[config.mk]
export PLATFORM = sky130hd
export DESIGN_NAME = morse_symbol_keyer
export DESIGN_NICKNAME = d
export VERILOG_FILES = /design/src/msk_pkg.sv /design/src/msk_fifo.sv /design/src/msk_core.sv /design/src/morse_symbol_keyer.sv
export VERILOG_INCLUDE_DIRS = /design/src /design/src/src
export SDC_FILE = /design/constraint.sdc
export NUM_CORES = 1
export LEC_CHECK = 0
export ABC_AREA = 1
export BUFFER_PORTS_ARGS = -buffer_cell sky130_fd_sc_hd__buf_2
export CAP_MARGIN = 20
export CORE_UTILIZATION = 31
export DETAILED_ROUTE_END_ITERATION = 7
export PLACE_DENSITY = 0.5
export SETUP_SLACK_MARGIN = 0.4
export SLEW_MARGIN = 20
export SYNTH_ARGS = -nofsm -noshare
export SYNTH_HDL_FRONTEND = slang
export SYNTH_SLANG_ARGS = --single-unit
[constraint.sdc]
create_clock -name clk -period 10.7 [get_ports clk]
set_clock_uncertainty 0.05 [all_clocks]
set_input_delay 1.07 -clock clk [delete_from_list [all_inputs] [get_ports clk]]
set_output_delay 1.07 -clock clk [all_outputs]
set_load 0.02 [all_outputs]
[src/morse_symbol_keyer_defines.svh]
// Assertion macros for the Morse symbol keyer.
`ifndef MORSE_SYMBOL_KEYER_DEFINES_SVH
`define MORSE_SYMBOL_KEYER_DEFINES_SVH

// a holds in the same cycle as b
`define MSK_ASSERT_SAME(label, clk, rst_n, a, b) \
  label: assert property (@(posedge clk) disable iff (!rst_n) (a) |-> (b)) \
    else $error("%m: assertion failed");

// a in one cycle implies b in the next
`define MSK_ASSERT_NEXT(label, clk, rst_n, a, b) \
  label: assert property (@(posedge clk) disable iff (!rst_n) (a) |=> (b)) \
    else $error("%m: assertion failed");

`endif

[src/msk_pkg.sv]
// Shared types, codes and helpers for the Morse symbol keyer.
package msk_pkg;

  localparam logic [1:0] KIND_BYTE  = 2'd0;
  localparam logic [1:0] KIND_TICK  = 2'd1;
  localparam logic [1:0] KIND_CLEAR = 2'd2;

  localparam int CFG_IDX_W = 1;
  localparam logic [CFG_IDX_W-1:0] CFG_DIT_TICKS  = 1'd0;
  localparam logic [CFG_IDX_W-1:0] CFG_SPACE_CODE = 1'd1;

  localparam int CFG_DATA_W = 16;
  localparam int TIMER_W    = 19;
  localparam logic [TIMER_W-1:0] ELAPSED_MAX = 19'h7FFFF;

  localparam logic [15:0] DIT_TICKS_RST  = 16'd100;
  localparam logic [7:0]  SPACE_CODE_RST = 8'hFF;

  typedef struct packed {
    logic       push;
    logic       pop;
    logic       clear;
    logic [7:0] wdata;
  } fifo_ctrl_t;

  typedef struct packed {
    logic empty;
    logic full;
  } fifo_stat_t;

  typedef struct packed {
    logic key_on;
    logic busy;
    logic dropped;
  } result_t;

  function automatic logic char_done(input logic [7:0] b);
    char_done = (b == 8'h00) || (b == 8'hFF);
  endfunction

endpackage

[src/msk_fifo.sv]
// Character queue with a prefetched head register.
module msk_fifo #(
  parameter int QUEUE_DEPTH = 16
) (
  input  logic                  clk,
  input  logic                  rst_n,
  input  msk_pkg::fifo_ctrl_t   ctrl,
  output msk_pkg::fifo_stat_t   stat,
  output logic [7:0]            head
);

  localparam int PTR_W = (QUEUE_DEPTH > 1) ? $clog2(QUEUE_DEPTH) : 1;
  localparam int CNT_W = $clog2(QUEUE_DEPTH + 1);
  localparam logic [PTR_W-1:0] PTR_LAST = PTR_W'(QUEUE_DEPTH - 1);
  localparam logic [CNT_W-1:0] CNT_FULL = CNT_W'(QUEUE_DEPTH);

  logic [7:0]       mem [QUEUE_DEPTH];
  logic [7:0]       head_r;
  logic [PTR_W-1:0] rd_ptr_r, rd_ptr_nxt;
  logic [PTR_W-1:0] wr_ptr_r, wr_ptr_nxt;
  logic [CNT_W-1:0] count_r, count_nxt;

  function automatic logic [PTR_W-1:0] ptr_inc(input logic [PTR_W-1:0] p);
    ptr_inc = (p == PTR_LAST) ? '0 : p + PTR_W'(1);
  endfunction

  always_comb begin
    rd_ptr_nxt = rd_ptr_r;
    wr_ptr_nxt = wr_ptr_r;
    count_nxt  = count_r;
    if (ctrl.clear) begin
      rd_ptr_nxt = '0;
      wr_ptr_nxt = '0;
      count_nxt  = '0;
    end else begin
      if (ctrl.pop) begin
        rd_ptr_nxt = ptr_inc(rd_ptr_r);
      end
      if (ctrl.push) begin
        wr_ptr_nxt = ptr_inc(wr_ptr_r);
      end
      if (ctrl.push && !ctrl.pop) begin
        count_nxt = count_r + CNT_W'(1);
      end else if (ctrl.pop && !ctrl.push) begin
        count_nxt = count_r - CNT_W'(1);
      end
    end
  end

  always_ff @(posedge clk) begin
    if (!rst_n) begin
      rd_ptr_r <= '0;
      wr_ptr_r <= '0;
      count_r  <= '0;
    end else begin
      rd_ptr_r <= rd_ptr_nxt;
      wr_ptr_r <= wr_ptr_nxt;
      count_r  <= count_nxt;
    end
  end

  always_ff @(posedge clk) begin
    if (ctrl.push && !ctrl.clear) begin
      mem[wr_ptr_r] <= ctrl.wdata;
    end
    if (ctrl.push && (wr_ptr_r == rd_ptr_nxt)) begin
      head_r <= ctrl.wdata;
    end else begin
      head_r <= mem[rd_ptr_nxt];
    end
  end

  assign head       = head_r;
  assign stat.empty = (count_r == '0);
  assign stat.full  = (count_r == CNT_FULL);

endmodule

[src/msk_core.sv]
// Keying state, timers and configuration registers.
module msk_core (
  input  logic                              clk,
  input  logic                              rst_n,
  input  logic                              cfg_we,
  input  logic [msk_pkg::CFG_IDX_W-1:0]     cfg_index,
  input  logic [msk_pkg::CFG_DATA_W-1:0]    cfg_wdata,
  input  logic                              go,
  input  logic [1:0]                        kind,
  input  logic [7:0]                        sym_byte,
  input  msk_pkg::fifo_stat_t               fifo_stat,
  input  logic [7:0]                        fifo_head,
  output msk_pkg::fifo_ctrl_t               fifo_ctrl,
  output msk_pkg::result_t                  res_nxt,
  output logic                              active,
  output logic                              key_state
);

  localparam int TW = msk_pkg::TIMER_W;

  logic [15:0]   dit_r;
  logic [7:0]    space_r;
  logic [7:0]    pattern_r, pattern_nxt;
  logic          tone_r, tone_nxt;
  logic          active_r, active_nxt;
  logic          key_r, key_nxt;
  logic [TW-1:0] wait_r, wait_nxt;
  logic [TW-1:0] elapsed_r, elapsed_nxt;
  logic          lost;

  always_comb begin
    logic [TW-1:0] el_inc;
    logic [TW-1:0] dit1, dit3, dit4, dit8;
    logic [7:0]    pat_w;
    logic [TW-1:0] wl_w;
    el_inc = (elapsed_r == msk_pkg::ELAPSED_MAX) ? elapsed_r : elapsed_r + TW'(1);
    dit1   = {3'b0, dit_r};
    dit3   = {2'b0, dit_r, 1'b0} + {3'b0, dit_r};
    dit4   = {1'b0, dit_r, 2'b0};
    dit8   = {dit_r, 3'b0};
    pat_w  = pattern_r;
    wl_w   = wait_r;

    pattern_nxt = pattern_r;
    tone_nxt    = tone_r;
    active_nxt  = active_r;
    key_nxt     = key_r;
    wait_nxt    = wait_r;
    elapsed_nxt = elapsed_r;
    lost        = 1'b0;
    fifo_ctrl.push  = 1'b0;
    fifo_ctrl.pop   = 1'b0;
    fifo_ctrl.clear = 1'b0;
    fifo_ctrl.wdata = sym_byte;

    if (go) begin
      case (kind)
        msk_pkg::KIND_BYTE: begin
          if (sym_byte != 8'h00) begin
            if (!active_r) begin
              key_nxt     = 1'b0;
              pattern_nxt = sym_byte;
              tone_nxt    = 1'b0;
              active_nxt  = 1'b1;
              wait_nxt    = '0;
              elapsed_nxt = '0;
            end else if (!fifo_stat.full) begin
              fifo_ctrl.push = 1'b1;
            end else begin
              lost = 1'b1;
            end
          end
        end
        msk_pkg::KIND_TICK: begin
          if (active_r) begin
            if ((wait_r != '0) && (el_inc < wait_r)) begin
              elapsed_nxt = el_inc;
            end else begin
              elapsed_nxt = '0;
              if (tone_r) begin
                tone_nxt = 1'b0;
                wait_nxt = msk_pkg::char_done(pattern_r) ? dit4 : dit1;
                key_nxt  = 1'b0;
              end else if (msk_pkg::char_done(pattern_r) && fifo_stat.empty) begin
                pattern_nxt = '0;
                active_nxt  = 1'b0;
              end else begin
                if (msk_pkg::char_done(pattern_r)) begin
                  pat_w         = fifo_head;
                  fifo_ctrl.pop = 1'b1;
                  if (pat_w == space_r) begin
                    wl_w = dit8;
                  end
                end
                if (!msk_pkg::char_done(pat_w)) begin
                  tone_nxt = 1'b1;
                  wl_w     = pat_w[0] ? dit3 : dit1;
                  key_nxt  = 1'b1;
                  pat_w    = {pat_w[7], pat_w[7:1]};
                end
                pattern_nxt = pat_w;
                wait_nxt    = wl_w;
              end
            end
          end
        end
        msk_pkg::KIND_CLEAR: begin
          fifo_ctrl.clear = 1'b1;
          pattern_nxt = '0;
          tone_nxt    = 1'b0;
          active_nxt  = 1'b0;
          key_nxt     = 1'b0;
          wait_nxt    = '0;
          elapsed_nxt = '0;
        end
        default: begin
        end
      endcase
    end

    res_nxt.key_on  = key_nxt;
    res_nxt.busy    = active_nxt;
    res_nxt.dropped = lost;
  end

  always_ff @(posedge clk) begin
    if (!rst_n) begin
      dit_r     <= msk_pkg::DIT_TICKS_RST;
      space_r   <= msk_pkg::SPACE_CODE_RST;
      pattern_r <= '0;
      tone_r    <= 1'b0;
      active_r  <= 1'b0;
      key_r     <= 1'b0;
      wait_r    <= '0;
      elapsed_r <= '0;
    end else begin
      if (cfg_we) begin
        case (cfg_index)
          msk_pkg::CFG_DIT_TICKS:  dit_r   <= cfg_wdata;
          msk_pkg::CFG_SPACE_CODE: space_r <= cfg_wdata[7:0];
          default: begin
          end
        endcase
      end
      pattern_r <= pattern_nxt;
      tone_r    <= tone_nxt;
      active_r  <= active_nxt;
      key_r     <= key_nxt;
      wait_r    <= wait_nxt;
      elapsed_r <= elapsed_nxt;
    end
  end

  assign active    = active_r;
  assign key_state = key_r;

endmodule

[src/morse_symbol_keyer.sv]
// Morse symbol keyer: top level with input and result registers.
//
// Input channel (in_valid/in_ready): in_kind 0 carries a packed Morse byte
// in in_symbol_byte (LSB first, 1 = dah, 0 = dit, ends at 0x00 or 0xFF),
// kind 1 is one time tick, kind 2 clears and stops the keyer.
// Every input item gives exactly one result item on the output channel
// (out_valid/out_ready): out_key_on, out_busy_res and out_dropped as they
// stand after that item. Bytes that arrive while busy wait in a queue of
// QUEUE_DEPTH entries; a byte that meets a full queue is flagged dropped.
// An accepted item first sits in the input register; its state update then
// lands in the result register, which drives out_valid. Throughput is one
// item per cycle while out_ready does not hold the result register.
// While out_ready is low the result register holds and the input register
// fills, after which in_ready drops; both resume in the cycle out_ready rises.
// Configuration is written through cfg_we, cfg_index and cfg_wdata:
// index 0 is dit_ticks, index 1 is space_code; write only while idle.
// Synchronous reset (rst_n low) empties the queue, keys off, restores the
// register defaults and leaves both channels empty.
module morse_symbol_keyer #(
  parameter int QUEUE_DEPTH = 16
) (
  input  logic                            clk,
  input  logic                            rst_n,
  input  logic                            in_valid,
  output logic                            in_ready,
  input  logic [1:0]                      in_kind,
  input  logic [7:0]                      in_symbol_byte,
  output logic                            out_valid,
  input  logic                            out_ready,
  output logic                            out_key_on,
  output logic                            out_busy_res,
  output logic                            out_dropped,
  input  logic                            cfg_we,
  input  logic [msk_pkg::CFG_IDX_W-1:0]   cfg_index,
  input  logic [msk_pkg::CFG_DATA_W-1:0]  cfg_wdata
);

`include "morse_symbol_keyer_defines.svh"

  logic                s1_valid_r, s1_valid_nxt;
  logic [1:0]          s1_kind_r;
  logic [7:0]          s1_byte_r;
  logic                s1_go;
  logic                out_valid_r, out_valid_nxt;
  msk_pkg::result_t    res_r, res_nxt;
  msk_pkg::fifo_ctrl_t fifo_ctrl;
  msk_pkg::fifo_stat_t fifo_stat;
  logic [7:0]          fifo_head;
  logic                active;
  logic                key_state;

  assign s1_go         = s1_valid_r && (!out_valid_r || out_ready);
  assign in_ready      = !s1_valid_r || s1_go;
  assign s1_valid_nxt  = (in_valid && in_ready) || (s1_valid_r && !s1_go);
  assign out_valid_nxt = s1_go || (out_valid_r && !out_ready);

  always_ff @(posedge clk) begin
    if (!rst_n) begin
      s1_valid_r  <= 1'b0;
      out_valid_r <= 1'b0;
    end else begin
      s1_valid_r  <= s1_valid_nxt;
      out_valid_r <= out_valid_nxt;
    end
  end

  always_ff @(posedge clk) begin
    if (in_valid && in_ready) begin
      s1_kind_r <= in_kind;
      s1_byte_r <= in_symbol_byte;
    end
    if (s1_go) begin
      res_r <= res_nxt;
    end
  end

  msk_core u_core (
    .clk       (clk),
    .rst_n     (rst_n),
    .cfg_we    (cfg_we),
    .cfg_index (cfg_index),
    .cfg_wdata (cfg_wdata),
    .go        (s1_go),
    .kind      (s1_kind_r),
    .sym_byte  (s1_byte_r),
    .fifo_stat (fifo_stat),
    .fifo_head (fifo_head),
    .fifo_ctrl (fifo_ctrl),
    .res_nxt   (res_nxt),
    .active    (active),
    .key_state (key_state)
  );

  msk_fifo #(
    .QUEUE_DEPTH (QUEUE_DEPTH)
  ) u_fifo (
    .clk   (clk),
    .rst_n (rst_n),
    .ctrl  (fifo_ctrl),
    .stat  (fifo_stat),
    .head  (fifo_head)
  );

  assign out_valid    = out_valid_r;
  assign out_key_on   = res_r.key_on;
  assign out_busy_res = res_r.busy;
  assign out_dropped  = res_r.dropped;

  // tone only while a message is in progress
  `MSK_ASSERT_SAME(a_key_implies_active, clk, rst_n, key_state, active)
  // queued characters only while busy
  `MSK_ASSERT_SAME(a_queue_implies_active, clk, rst_n, !fifo_stat.empty, active)
  // a dropped byte is only reported while busy
  `MSK_ASSERT_SAME(a_drop_implies_busy, clk, rst_n, out_valid_r && res_r.dropped, res_r.busy)
  // a processed item always lands in the result register
  `MSK_ASSERT_NEXT(a_go_gives_result, clk, rst_n, s1_go, out_valid_r)

endmodule
======== Word level (Yosys, flattened, before mapping) ========
Memory sizes are Yosys's and may differ from the RTL's. A register that Yosys moved wholly into a read port is not among the register bits.
Cells that the tools add are included.
storage, ports and cells
  output and inout port bits .............. 5
  word-level logic and storage cells ...... 159
  memories ................................ 1
  memory bits (writable) .................. 128
  bits in registers ....................... 101
cells by class
  order comparisons ....................... 1
  multiplexer cells ....................... 76
  reduce and logical (&&, ||, !) cells .... 38
  add/subtract/negate cells ............... 6
  eq/ne operators ......................... 17
  bitwise gates (word level) .............. 2
memory list
  name        words  width  rd ports  clocked after Yosys merged registers in  wr ports  RTL line        text
  u_fifo.mem  16     8      1         1                                        1         msk_fifo.sv:17  logic [7:0] mem [QUEUE_DEPTH];
operators by type and width
  operator               count
  $mux 19                13
  $pmux 19 s3            2
  $mux 8                 13
  $mux 1                 35
  $pmux 8 s3             1
  $add 19x1->19 const B  1
  $eq 19x19->1 const B   1
  $lt 19x19->1           1
  $reduce_bool 19->1     1
  $add 17x16->18         1
  $mux 18                1
  $eq 8x8->1 const B     2
  $logic_not 8->1        2
  $mux 4                 4
  $mux 5                 2
  $logic_and 1x1->1      9
  $pmux 1 s3             3
  $reduce_and 9->1       1
  $add 4x1->4 const B    2
  $eq 4x4->1 const B     2
  $eq 8x8->1             1
  $ne 4x2->1 const B     2
  $reduce_bool 8->1      1
  $logic_not 1->1        7
  other kinds (22)       32

======== Depth between registers and ports, before layout ========
  depth in word-level cells ............... 18
  depth in mapped cells ................... 30
  depth with buffers taken out ............ 30

======== By module ========
From an unflattened synthesis, not the netlist that was laid out.
second synthesis, totals
  cell total of the unflattened synthesis .. 1,743
  area, all modules ....................... 13,628.1 sq um
by module, submodules not included
  module              area an instance (sq um)  sequential area each (sq um)  times used  cells each
  msk_fifo            6,885.4                   4,264.1                       1           673
  msk_core            6,257.3                   1,461.4                       1           1,044
  morse_symbol_keyer  485.5                     430.4                         1           26

======== Worst setup path before layout ========
OpenSTA, ideal clock, no wires.
  path type ............................... register -> register
  start point ............................. reg u_core.elapsed_r[0]
  end point ............................... reg u_fifo.count_r[4]
  data required time ...................... 10.592 ns
  arrival time ............................ 4.371 ns
  setup slack ............................. 6.221 ns
  clock period less this slack ............ 4.479 ns
  stages on the path, launching flop included .. 28
  library setup time ...................... 0.058 ns
  path through ............................ dfxtp_1 > ha_1 > nand2_2 > nor2_4 > nand3_1 > or2_2 > nor4_1 > nor3_1 > nand2_1 > nor3_1 > xor2_1 > ha_1 > nand2_1 > nor2_1 > nand4_1 > nor4_1 > nand2_1 > nand2_1 > nand2_1 > ha_1 > inv_1 > ha_1 > a21o_1 > a31oi_1 > o21ai_0 > a21o_1 > a21oi_1 > o21a_1
between the ends
  cells in the longest elaborated chain, start to end .. 11
  elaborated cells on any way between the ends .. 14
  classes of those cells .................. add/sub (1); order compare (1); eq/ne (1); mux (6); reduce/logical (5)
ends and longest elaborated chain
  item                                           RTL line         text
  start, declared                                msk_core.sv:28   logic [TW-1:0] elapsed_r, elapsed_nxt;
  start signal, assigned                         msk_core.sv:150  elapsed_r <= elapsed_nxt;
  $add 19x1->19 or $eq 19x19->1 (tied branches)  msk_core.sv:36   el_inc = (elapsed_r == msk_pkg::ELAPSED_MAX) ? elapsed_r : elapsed_r + TW'(1);
  $mux 19 *                                      msk_core.sv:36
  $lt 19x19->1 *                                 msk_core.sv:76   if ((wait_r != '0) && (el_inc < wait_r)) begin
  $logic_and 1x1->1 *                            msk_core.sv:76
  $mux 1 *                                       msk_core.sv:76
  $mux 1 *                                       msk_core.sv:75   if (active_r) begin
  $mux 1 *                                       msk_core.sv:57   case (kind)
  $mux 3 *                                       msk_core.sv:56   if (go) begin
  $logic_not 1->1                                msk_fifo.sv:42   if (ctrl.push && !ctrl.pop) begin
  $logic_and 1x1->1                              msk_fifo.sv:42
  $mux 5 or $reduce_bool 2->1 (tied branches)    --
  end signal, assigned                           msk_fifo.sv:58   count_r <= count_nxt;
  end, declared                                  msk_fifo.sv:21   logic [CNT_W-1:0] count_r, count_nxt;
Mark *: on every way between the ends. The rest lies on a longest branch, timed or not.
A chain may end at the register's enable or synchronous reset.

======== Worst setup path after layout ========
Ends and elaborated chain as after synthesis.

==> flow_summary.ini <==
[floorplan]
dieArea_mm2 = 0.04155
rows = 73
core_mm2 = 0.03991
fp.dieH_um = 203.8
ios = 37
dieWidth_um = 203.8
start_util_pct = 31.64

[global_route]
grt_overflow_total = 0
grt_max_degree = 54
antenna_found_initial = 0
grt_pass1_wl_um = 54350
grt_pass1_vias = 9742
grt.busiest_layer = met2
track_usage_pct = 16.67
grt_util_met2_pct = 25.28
met1_usage_pct = 25.00
met3_usage_pct = 2.009

[sta]
whs_ns = 0.4236
rsz0062_at_grt = no
worst_pin_slew_ns = 0.8907
timing.final.crit_share_pct = 49.36
fmax_mhz = 189.4
slew_violations = 0
period_minus_slack_ns = 5.281
finalSetupViolCount = 0
hold_viol = 0
relSlewSlack_pct = 40.22
setup_tns_ns = 0

[power_and_ir_drop]
power_switching_w = 0.0005557
p_seq_share_pct = 47.2
ir_drop_uv = 111.7
pwr-share-comb_pct = 11.1
p_sw_share_pct = 26.63
p_leak_nw = 5.986
p_per_area_mw_per_mm2 = 148.7
intPower_w = 0.001531
clock_power_share_pct = 41.7

[synth]
syn-num-nets = 1654
synth.distinct_cells = 47
syn-mean-instance-area_um2 = 8.033
synthesis.area_mm2 = 0.01263
ys_warn_count = 0
synth_top_area_share_pct = 33.53
yosysMostFrequentCell = nand2_1
yosysSeqAreaShare_pct = 48.11
synth_enable_flop_cells = 141
synth_top_area_cell = edfxtp_1
ys_ff_latch = 233
synthTopCellsByArea = edfxtp_1 (34%), dfxtp_1 (15%), nand2_1 (14%)
synthCells = 1572
async_flop_share_pct = 0
synth_ff_type = edfxtp_1
yosys-top-cells-count = nand2_1 (457), inv_1 (182), edfxtp_1 (141)

[placed_design]
placed_cell_area_mm2 = 0.01321
dpl.hpwl_um = 23170
numPortBuffers = 36
gp_congestion = 0.8408

[clock_tree]
clk_pin_slew_ns = 0.06
h-tree-depth = 1
cts_hold_buf = 0
cts_resized = 0
cts_tree = yes
clock_latency_ns = 0.57
root_buffer = clkbuf_16
cts_made_buffers = 26
ctsLongestPathBuffers = 3
cts.sinks = 233
cts_setup_buffers = 0

[detailed_routing]
detail-route-antenna-nets = 0
drtIter0Drc = 784
route.detailed.drc = 0
vias_per_cell = 4.788
vias = 10220
wire_per_inst_um = 15.97
wl_um = 34090
drtPass1Iterations = 6

[worst_setup_path]
reg2reg_slack_ns = 5.42
critPathKind = reg2reg
reg2reg_depth = 27
cp-start-kind = flip-flop
worst_r2r_endpoint = u_fifo.count_r[4]$_SDFFE_PP0P_
crit_path_max_fanout = 6
cp-end-kind = flip-flop
reg2reg_from = u_core.elapsed_r[0]$_SDFFE_PN0P_
crit_arrival_ns = 5.75
required_ns = 11.17

[finish]
register_area_mm2 = 0.006077
n_antenna_cell = 0
drive_above_1_share_pct = 7.893
final_area_mm2 = 0.01403
multiInputGateArea_mm2 = 0.005489
fill_cells = 4165
final_nets = 1671
area_growth_pct = 11.14

[job]
cap_violations = 0

[run_status]
status = finished clean

[worst_hold_path]
hold_path.startpoint = s1_valid_r$_SDFF_PN0_
hp-class = reg2reg
whs_endpoint = out_valid$_SDFF_PN0_
min_delay_path_depth = 2
[cells by family (layout without fill, tap and decap cells)]
logic type,count (synthesis),in the layout,share of synthesized area (%)
XOR/XNOR,31,31,2.150
multiplexers,1,1,0.07927
AND/OR/NAND/NOR,788,788,26.63
adder cells (fa/ha/maj),50,50,5.073
flip-flops,233,233,48.11
buffers and inverters,252,289,8.422
AO/OA/AOI/OAI,217,217,9.531
[worst max path at each step]
stage                     slack [ns]  cells past startpoint                             start                              to
after floorplan                 6.22                     27  u_core.elapsed_r[0]$_SDFFE_PN0P_  u_fifo.count_r[4]$_SDFFE_PP0P_
after global placement          5.56                     27  u_core.elapsed_r[0]$_SDFFE_PN0P_  u_fifo.count_r[4]$_SDFFE_PP0P_
after detailed placement        5.45                     27  u_core.elapsed_r[0]$_SDFFE_PN0P_  u_fifo.count_r[4]$_SDFFE_PP0P_
after CTS                       5.44                     27  u_core.elapsed_r[0]$_SDFFE_PN0P_  u_fifo.count_r[4]$_SDFFE_PP0P_
after global routing            4.82                     27  u_core.elapsed_r[0]$_SDFFE_PN0P_  u_fifo.count_r[4]$_SDFFE_PP0P_
final                           5.42                     27  u_core.elapsed_r[0]$_SDFFE_PN0P_  u_fifo.count_r[4]$_SDFFE_PP0P_
[layer usage]
layer | routed length [um] | vias up
met1 | 17260 | 4740
met3 | 1873 | 36
met5 | 0 | -
met4 | 526 | 0
met2 | 14430 | 249
li1 | - | 5193
[stage by stage]
step,setup slack (ns),util [%],total power [W],std cells
floorplan,6.221,-,0.001167,1572
global placement,5.559,33.11,0.001233,2086
detailed placement,5.455,33.11,0.001233,2086
CTS,5.442,35.16,0.002108,2134
global route,4.822,35.16,0.002175,2134
finish,5.419,35.16,0.002087,2134
[power by group through the flow]
| stage | Combinational [W] | Clock, W | Sequential (W) |
|---|---|---|---|
| after floorplan | 0.000167 | 0 | 0.00100 |
| after global placement | 0.000228 | 0 | 0.00100 |
| after detailed placement | 0.000229 | 0 | 0.00100 |
| after CTS | 0.000229 | 0.000893 | 0.000986 |
| after global routing | 0.000262 | 0.000925 | 0.000988 |
| final | 0.000231 | 0.000870 | 0.000986 |
[cells in the final DEF (no fill, tap or decap), types with 11 or more instances in the layout]
master / instances
nor3_1: 15
nand3_1: 135
ha_1: 48
nor2_1: 125
xor2_1: 20
xnor2_1: 11
nand4_1: 17
inv_1: 182
edfxtp_1: 141
o21ai_0: 64
nand2_1: 457
buf_4: 11
o211ai_1: 11
buf_2: 36
a21oi_1: 104
dfxtp_1: 91
nor4_1: 11
clkbuf_16: 26
[worst max-delay path, stage by stage, from the launching register on]
cell and delay (ns):
dfxtp_1 0.39, ha_1 0.20, nand2_2 0.08, nor2_4 0.14
nand3_1 0.14, or2_2 0.32, nor4_1 0.39, nor3_1 0.16
nand2_1 0.15, nor3_1 0.07, xor2_1 0.16, ha_1 0.29
nand2_1 0.04, nor2_1 0.13, nand4_1 0.13, nor4_1 0.24
nand2_1 0.13, nand2_1 0.27, nand2_1 0.21, ha_1 0.26
inv_1 0.15, ha_1 0.29, a21o_1 0.17, a31oi_1 0.17
o21ai_0 0.10, a21o_1 0.17, a21oi_1 0.11, o21a_1 0.13
[final cells by class]
class	count	area share, %
flip-flops and latches	233	43.30
multi-input cells	1087	39.11
clock buffers	39	5.197
inverters	194	5.189
well taps	525	4.680
repair buffers	47	1.872
clock inverters	9	0.6508
[state kept, by name, summed over array words and instances, names as in the netlist, 4 cells and up, named ones only]
signal / flops
u_fifo.mem: 128
u_core.elapsed_r: 19
u_core.wait_r: 19
u_core.dit_r: 16
s1_byte_r: 8
u_core.pattern_r: 8
u_core.space_r: 8
u_fifo.count_r: 5
u_fifo.rd_ptr_r: 4
u_fifo.wr_ptr_r: 4
Note: power is estimated with default switching activity, not from simulation.
